**config.mk**
```make
export PLATFORM = sky130hd
export DESIGN_NAME = ais_vdo_sentence_checker_unit
export DESIGN_NICKNAME = d
export VERILOG_FILES = /design/src/rtl/avsc_pkg.sv /design/src/rtl/avsc_parser.sv /design/src/rtl/ais_vdo_sentence_checker_unit.sv
export SDC_FILE = /design/constraint.sdc
export NUM_CORES = 1
export LEC_CHECK = 0
export BUFFER_PORTS_ARGS = -buffer_cell sky130_fd_sc_hd__buf_2
export CAP_MARGIN = 20
export CORE_AREA = 3 3 95 97
export DETAILED_ROUTE_END_ITERATION = 16
export DIE_AREA = 0 0 98 100
export PLACE_DENSITY = 0.69
export SYNTH_ARGS = -nofsm -noshare
export SYNTH_HDL_FRONTEND = slang
export SYNTH_SLANG_ARGS = --single-unit
export TNS_END_PERCENT = 100
```
**constraint.sdc**
```tcl
create_clock -name clk_i -period 4.35 [get_ports clk_i]
set_clock_uncertainty 0.15 [all_clocks]
set_input_delay 1.305 -clock clk_i [delete_from_list [all_inputs] [get_ports clk_i]]
set_output_delay 1.305 -clock clk_i [all_outputs]
set_load 0.1 [all_outputs]
```
**src/rtl/avsc_pkg.sv**
```systemverilog
`timescale 1ns / 1ps
// Package for the AIS VDO sentence checker: character codes, term limits,
// the result struct and small decode functions. It depends on nothing else.
package avsc_pkg;

  localparam int unsigned CharW = 8;
  localparam int unsigned TermKeep = 5;
  localparam int unsigned OffsW = 3;
  localparam int unsigned TermW = 3;

  localparam logic [OffsW-1:0] OffsKeep = OffsW'(TermKeep);
  localparam logic [OffsW-1:0] OffsLong = OffsW'(6);
  localparam logic [TermW-1:0] TermLimit = TermW'(6);
  localparam logic [TermW-1:0] TermPayload = TermW'(5);
  localparam logic [TermW-1:0] TermType = TermW'(0);

  localparam logic [CharW-1:0] ChStart = 8'h21;
  localparam logic [CharW-1:0] ChComma = 8'h2C;
  localparam logic [CharW-1:0] ChStar = 8'h2A;
  localparam logic [CharW-1:0] ChCr = 8'h0D;
  localparam logic [CharW-1:0] ChLf = 8'h0A;
  localparam logic [CharW-1:0] ChZero = 8'h30;
  localparam logic [CharW-1:0] ChUpperA = 8'h41;
  localparam logic [CharW-1:0] ChLowerA = 8'h61;
  localparam logic [CharW-1:0] ChV = 8'h56;
  localparam logic [CharW-1:0] ChD = 8'h44;
  localparam logic [CharW-1:0] ChO = 8'h4F;

  typedef struct packed {
    logic             sentence_ok;
    logic             payload_valid;
    logic [CharW-1:0] payload_char;
  } avsc_result_t;

  function automatic logic [CharW-1:0] hex_value(input logic [CharW-1:0] code);
    logic [CharW-1:0] val;
    if (code inside {[8'h41:8'h46]}) begin
      val = code - ChUpperA + 8'd10;
    end else if (code inside {[8'h61:8'h66]}) begin
      val = code - ChLowerA + 8'd10;
    end else begin
      val = code - ChZero;
    end
    return val;
  endfunction

  function automatic logic is_upper(input logic [CharW-1:0] code);
    return code inside {[8'h41:8'h5A]};
  endfunction

endpackage

```
**src/rtl/avsc_parser.sv**
```systemverilog
`timescale 1ns / 1ps
// Sentence state and the combinational update for one character.
// Depends on avsc_pkg for codes, limits, decode functions and the result struct.
module avsc_parser import avsc_pkg::*; (
  input  logic             clk_i,
  input  logic             rst_ni,
  input  logic             step_i,
  input  logic [CharW-1:0] char_i,
  output avsc_result_t     res_o
);

  logic [CharW-1:0] xor_q, xor_d;
  logic [TermW-1:0] term_q, term_d;
  logic [OffsW-1:0] offs_q, offs_d;
  logic [CharW-1:0] first_q [TermKeep];
  logic             in_ck_q, in_ck_d;
  logic             type_q, type_d;
  logic             wr_en;

  logic [CharW-1:0] ck_hi, ck_lo, ck_sum;
  logic [CharW-1:0] hi_val, lo_val;
  logic             type_hit;
  logic             is_delim;

  always_comb begin
    ck_hi  = (offs_q > OffsW'(0)) ? first_q[0] : '0;
    ck_lo  = (offs_q > OffsW'(1)) ? first_q[1] : '0;
    hi_val = hex_value(ck_hi);
    lo_val = hex_value(ck_lo);
    ck_sum = {hi_val[3:0], 4'b0000} + lo_val;
    type_hit = (offs_q == OffsKeep) && is_upper(first_q[0]) && is_upper(first_q[1]) &&
               (first_q[2] == ChV) && (first_q[3] == ChD) && (first_q[4] == ChO);
    is_delim = char_i inside {ChComma, ChCr, ChLf, ChStar};
  end

  always_comb begin
    xor_d   = xor_q;
    term_d  = term_q;
    offs_d  = offs_q;
    in_ck_d = in_ck_q;
    type_d  = type_q;
    wr_en   = 1'b0;
    res_o   = '0;
    if (is_delim) begin
      if ((char_i == ChComma) && !in_ck_q) begin
        xor_d = xor_q ^ char_i;
      end
      if (in_ck_q) begin
        res_o.sentence_ok = (ck_sum == xor_q) && type_q;
      end else if ((term_q == TermType) && type_hit) begin
        type_d = 1'b1;
      end
      if (term_q < TermLimit) begin
        term_d = term_q + TermW'(1);
      end
      offs_d  = '0;
      in_ck_d = (char_i == ChStar);
    end else if (char_i == ChStart) begin
      type_d  = 1'b0;
      term_d  = '0;
      offs_d  = '0;
      xor_d   = '0;
      in_ck_d = 1'b0;
    end else begin
      if (offs_q < OffsKeep) begin
        wr_en  = 1'b1;
        offs_d = offs_q + OffsW'(1);
      end else begin
        offs_d = OffsLong;
      end
      if (!in_ck_q) begin
        xor_d = xor_q ^ char_i;
        if (type_q && (term_q == TermPayload)) begin
          res_o.payload_valid = 1'b1;
          res_o.payload_char  = char_i;
        end
      end
    end
  end

  always_ff @(posedge clk_i or negedge rst_ni) begin
    if (!rst_ni) begin
      xor_q   <= '0;
      term_q  <= '0;
      offs_q  <= '0;
      in_ck_q <= 1'b0;
      type_q  <= 1'b0;
      for (int i = 0; i < TermKeep; i++) begin
        first_q[i] <= '0;
      end
    end else if (step_i) begin
      xor_q   <= xor_d;
      term_q  <= term_d;
      offs_q  <= offs_d;
      in_ck_q <= in_ck_d;
      type_q  <= type_d;
      if (wr_en) begin
        first_q[offs_q] <= char_i;
      end
    end
  end

endmodule

```
**src/rtl/ais_vdo_sentence_checker_unit.sv**
```systemverilog
`timescale 1ns / 1ps
// Top level of the AIS VDO sentence checker: input register, parser and
// result register. Depends on avsc_pkg and avsc_parser.
//
//   Channel  Signals                                         Direction
//   input    valid_i, stall_o, char_in_i                     into block
//   result   valid_o, stall_i, sentence_ok_o,
//            payload_valid_o, payload_char_o                 out of block
//
// One character is taken per cycle while stall_o is low; a result passes through the
// input register and then the result register, and transfers out while valid_o is high
// and stall_i is low.
// The parser state updates in the cycle a character moves into the result register.
// Reset clears the sentence state and both valid flags.
// A stalled result holds; the input register still takes one more character.
module ais_vdo_sentence_checker_unit import avsc_pkg::*; (
  input  logic             clk_i,
  input  logic             rst_ni,
  input  logic             valid_i,
  output logic             stall_o,
  input  logic [CharW-1:0] char_in_i,
  output logic             valid_o,
  input  logic             stall_i,
  output logic             sentence_ok_o,
  output logic             payload_valid_o,
  output logic [CharW-1:0] payload_char_o
);

  logic             in_vld_q;
  logic [CharW-1:0] in_char_q;
  logic             out_vld_q;
  avsc_result_t     out_res_q;
  avsc_result_t     res;
  logic             move;
  logic             take;

  assign move    = in_vld_q && (!out_vld_q || !stall_i);
  assign stall_o = in_vld_q && !move;
  assign take    = valid_i && !stall_o;

  avsc_parser u_parser (
    .clk_i  (clk_i),
    .rst_ni (rst_ni),
    .step_i (move),
    .char_i (in_char_q),
    .res_o  (res)
  );

  always_ff @(posedge clk_i or negedge rst_ni) begin
    if (!rst_ni) begin
      in_vld_q  <= 1'b0;
      out_vld_q <= 1'b0;
    end else begin
      if (take) begin
        in_vld_q <= 1'b1;
      end else if (move) begin
        in_vld_q <= 1'b0;
      end
      if (move) begin
        out_vld_q <= 1'b1;
      end else if (!stall_i) begin
        out_vld_q <= 1'b0;
      end
    end
  end

  always_ff @(posedge clk_i) begin
    if (take) begin
      in_char_q <= char_in_i;
    end
    if (move) begin
      out_res_q <= res;
    end
  end

  assign valid_o         = out_vld_q;
  assign sentence_ok_o   = out_res_q.sentence_ok;
  assign payload_valid_o = out_res_q.payload_valid;
  assign payload_char_o  = out_res_q.payload_char;

endmodule

```
==> results.json <==
{
  "mappedNetlistNets": 430,
  "drive_gt1_share_pct": 19.35,
  "detail_route.vias_per_cell": 5.852,
  "initial_standard_cell_utilization_of_the_core_pct": 52.31,
  "dp.final_hpwl_microns": 6803,
  "routed_wirelength_microns": 9461,
  "total_of_max_cap_violations": 0,
  "area_enclosed_by_the_die_boundary_sq_um": 9800,
  "fillers": 718,
  "multiInputGateArea_sq_um": 2151,
  "synth_seq_area_share_pct": 46.35,
  "synth_edf_count": 18,
  "critical-path-slowest-cell": "sky130_fd_sc_hd__dfrtp_2",
  "regToRegStartpoint": "u_parser.offs_q[1]",
  "crit_end_category": "flop",
  "slew_viol_final": 0,
  "slew-limit-headroom_pct": 62.29,
  "grt_start_max_net_pins": 50,
  "cpPeakStageDelay_ps": 480,
  "pre_cts_slack_ps": 240.3,
  "clkLatencyLatePin_ps": 360,
  "final_setup_violation_count": 0,
  "place_congestion": 0.9617,
  "post_cts_resized": 0,
  "antenna_found_initial": 0,
  "clock-root-buffer": "sky130_fd_sc_hd__clkbuf_8",
  "core_area_sq_um": 8217,
  "cp-start-kind": "flop",
  "port-buffer-count": 23,
  "min_from": "u_parser.first_q[20]",
  "cts_tree": "built",
  "cts_buffer_depth": 2,
  "ys_seq_elements": 76,
  "gr-usage-met3_pct": 2.710,
  "cts_max_level": 3,
  "final.period_utilization_pct": 92.70,
  "die_width_microns": 98,
  "ant_nets": 0,
  "tns_ps": 0,
  "route.detailed.wl_per_inst_microns": 17.72,
  "grt_pass1_wl_microns": 16290,
  "post-synth-top-area-cell": "sky130_fd_sc_hd__dfrtp_1",
  "number_of_inserted_diodes": 0,
  "detail_route.first_pass.iterations": 5,
  "core.rowCount": 33,
  "drtIter0Drc": 167,
  "globalRouteMet1Util_pct": 29.85,
  "timing_worst_slew_pin_value_ps": 563.8,
  "critical_path.cell_chain": "or2_2 > nand2_1 > inv_1 > ha_1 > inv_1 > o211ai_1 > a221o_1 > mux2i_1 > a2bb2oi_1 > xnor2_1 > ha_1 > a21oi_1 > xor3_1 > xnor2_1 > xnor2_1 > o2111a_1",
  "route.vias.total": 3125,
  "final_critical_delay_including_setup_and_external_delays_ps": 4032,
  "hold_viol": 0,
  "synth_top_cells_by_area": "sky130_fd_sc_hd__dfrtp_1 (34%), sky130_fd_sc_hd__edfxtp_1 (13%), sky130_fd_sc_hd__mux2_1 (6.3%), sky130_fd_sc_hd__ha_1 (6.1%), sky130_fd_sc_hd__mux2_2 (4.2%)",
  "p_leak_nw": 2.112,
  "synth.distinct_cells": 65,
  "cp.arrival_ps": 4000,
  "timing.hold.worst.class": "reg -> reg",
  "crit_required_ps": 4310,
  "grt.total_usage_pct": 21.15,
  "cts_setup_buffers": 0,
  "vertical_die_dimension_microns": 100,
  "critPathMostFrequentCell": "sky130_fd_sc_hd__xnor2_1",
  "cts_made_buffers": 9,
  "synth_top_cell_area_share_pct": 33.77,
  "seq_area_sq_um": 1993,
  "power-per-cell-area_nw_per_um2": 591.5,
  "outcome": "finished clean",
  "clk_pin_slew_worst_paths_ps": 80,
  "area_delta_synth_final_pct": 10.80,
  "syn_avg_cell_area_sq_um": 10.85,
  "synth.cell_area_sq_um": 4298,
  "clock_sinks": 76,
  "fmaxAchievable_ghz": 0.2480,
  "grt.met2_usage_pct": 33.77,
  "crit_path_start": "u_parser.offs_q[1]",
  "setup_ws_ps": 317.5,
  "cts_hold_buffers": 0,
  "synth_cells": 396,
  "total_congestion_overflow": 0,
  "design.final.nets": 458,
  "layout.cells.most_common": "sky130_fd_sc_hd__dfrtp_1",
  "synth_flop_cell": "sky130_fd_sc_hd__dfrtp_1",
  "drc": 0,
  "final_cell_mix": "sky130_fd_sc_hd__dfrtp_1 (57), sky130_fd_sc_hd__nand2_1 (32), sky130_fd_sc_hd__o21ai_0 (28)",
  "vias_in_the_first_global_route": 3158,
  "crit_path_max_fanout": 11,
  "max-vdd-ir-drop_mv": 0.3476,
  "global_route.peak_usage_layer": "met2",
  "asyncSetResetFlopFracSynth_pct": 76.32,
  "grt_setup_unrepaired": "false",
  "top_level_ports": 24,
  "worst-setup-path-type": "reg -> reg",
  "synthesis.yosys.warnings": 0
}
[layer usage]
metal | vias to the layer above | wire length [microns]
met4 | 0 | 160
li1 | 1476 | -
met1 | 1554 | 4364
met3 | 12 | 410
met2 | 83 | 4525
met5 | - | 0
[logic make-up (layout without fill, tap and decap cells)]
kind of cell               count (synthesis)  count (layout)  synth area share [%]
and+or+nand+nor                          114             114                 15.14
muxes                                     43              43                 11.18
AOI/OAI and AO/OA                         86              86                 13.19
adders and majority gates                 22              22                 6.579
buffers and inverters                     38              71                 3.755
xor gates and xnor gates                  17              17                 3.814
DFF                                       76              76                 46.35
[per-stage QoR]
step	util [%]	hold slack (ps)	total power [mW]	instance area, sq um	std cells
final	57.96	340.7	2.817	4762	534
after global routing	57.96	345.3	3.044	4762	534
after CTS	57.62	341.1	2.814	4735	533
after detailed placement	55.22	324.2	2.266	4537	517
after global placement	55.22	315.9	2.225	4537	517
after floorplan	-	302.3	1.995	4298	396
[cell type report]
cell class / count / share of cell area, %
Multi-Input combinational cell: 282 / 45.17
Sequential cell: 76 / 41.85
Timing Repair Buffer: 34 / 4.414
Tap cell: 105 / 2.759
Clock buffer: 10 / 2.680
Inverter: 21 / 1.655
Clock inverter: 6 / 1.471
[synth_stat cells, drive strengths merged (6+ instances only)]
cell     n
a21oi   21
a31oi    6
and2    11
buf     11
clkbuf   6
dfrtp   58
edfxtp  18
ha      21
inv     20
mux2    40
nand2   35
nand2b   8
nand3   10
nand4    6
nor2    12
o21ai   32
xnor2   10
xor2     6
[flip-flops by register name (all words and copies together), names as in the netlist]
name              cells
sentence_ok_o         1
u_parser.xor_q        8
payload_char_o        8
u_parser.offs_q       3
u_parser.in_ck_q      1
u_parser.first_q     40
valid_o               1
u_parser.term_q       3
in_vld_q              1
payload_valid_o       1
in_char_q             8
u_parser.type_q       1
[worst paths after layout]
path	to	slack [ps]	depth (start not counted)
setup / recovery	sentence_ok_o	320	16
min in group asynchronous	u_parser.first_q[4]	760	1
hold reg to reg	u_parser.first_q[20]	340	1
setup reg to reg	sentence_ok_o	320	16
max in group asynchronous	u_parser.first_q[25]	2560	3
hold / removal	u_parser.first_q[20]	340	1
[critical path, delay by kind of cell (launching register included)]
family | cells | cell delay, ps
XOR/XNOR | 4 | 770
flip-flops | 1 | 480
adder cells (fa/ha/maj) | 2 | 500
AND/OR/NAND/NOR | 2 | 580
multiplexers | 1 | 140
AO/OA/AOI/OAI | 5 | 990
buffers and inverters | 2 | 170
[where the power goes]
part           switching, mW  internal (mW)
Clock                  0.277          0.269
Combinational          0.578          0.528
Sequential             0.216          0.949
(Power assumes the default switching activity.)
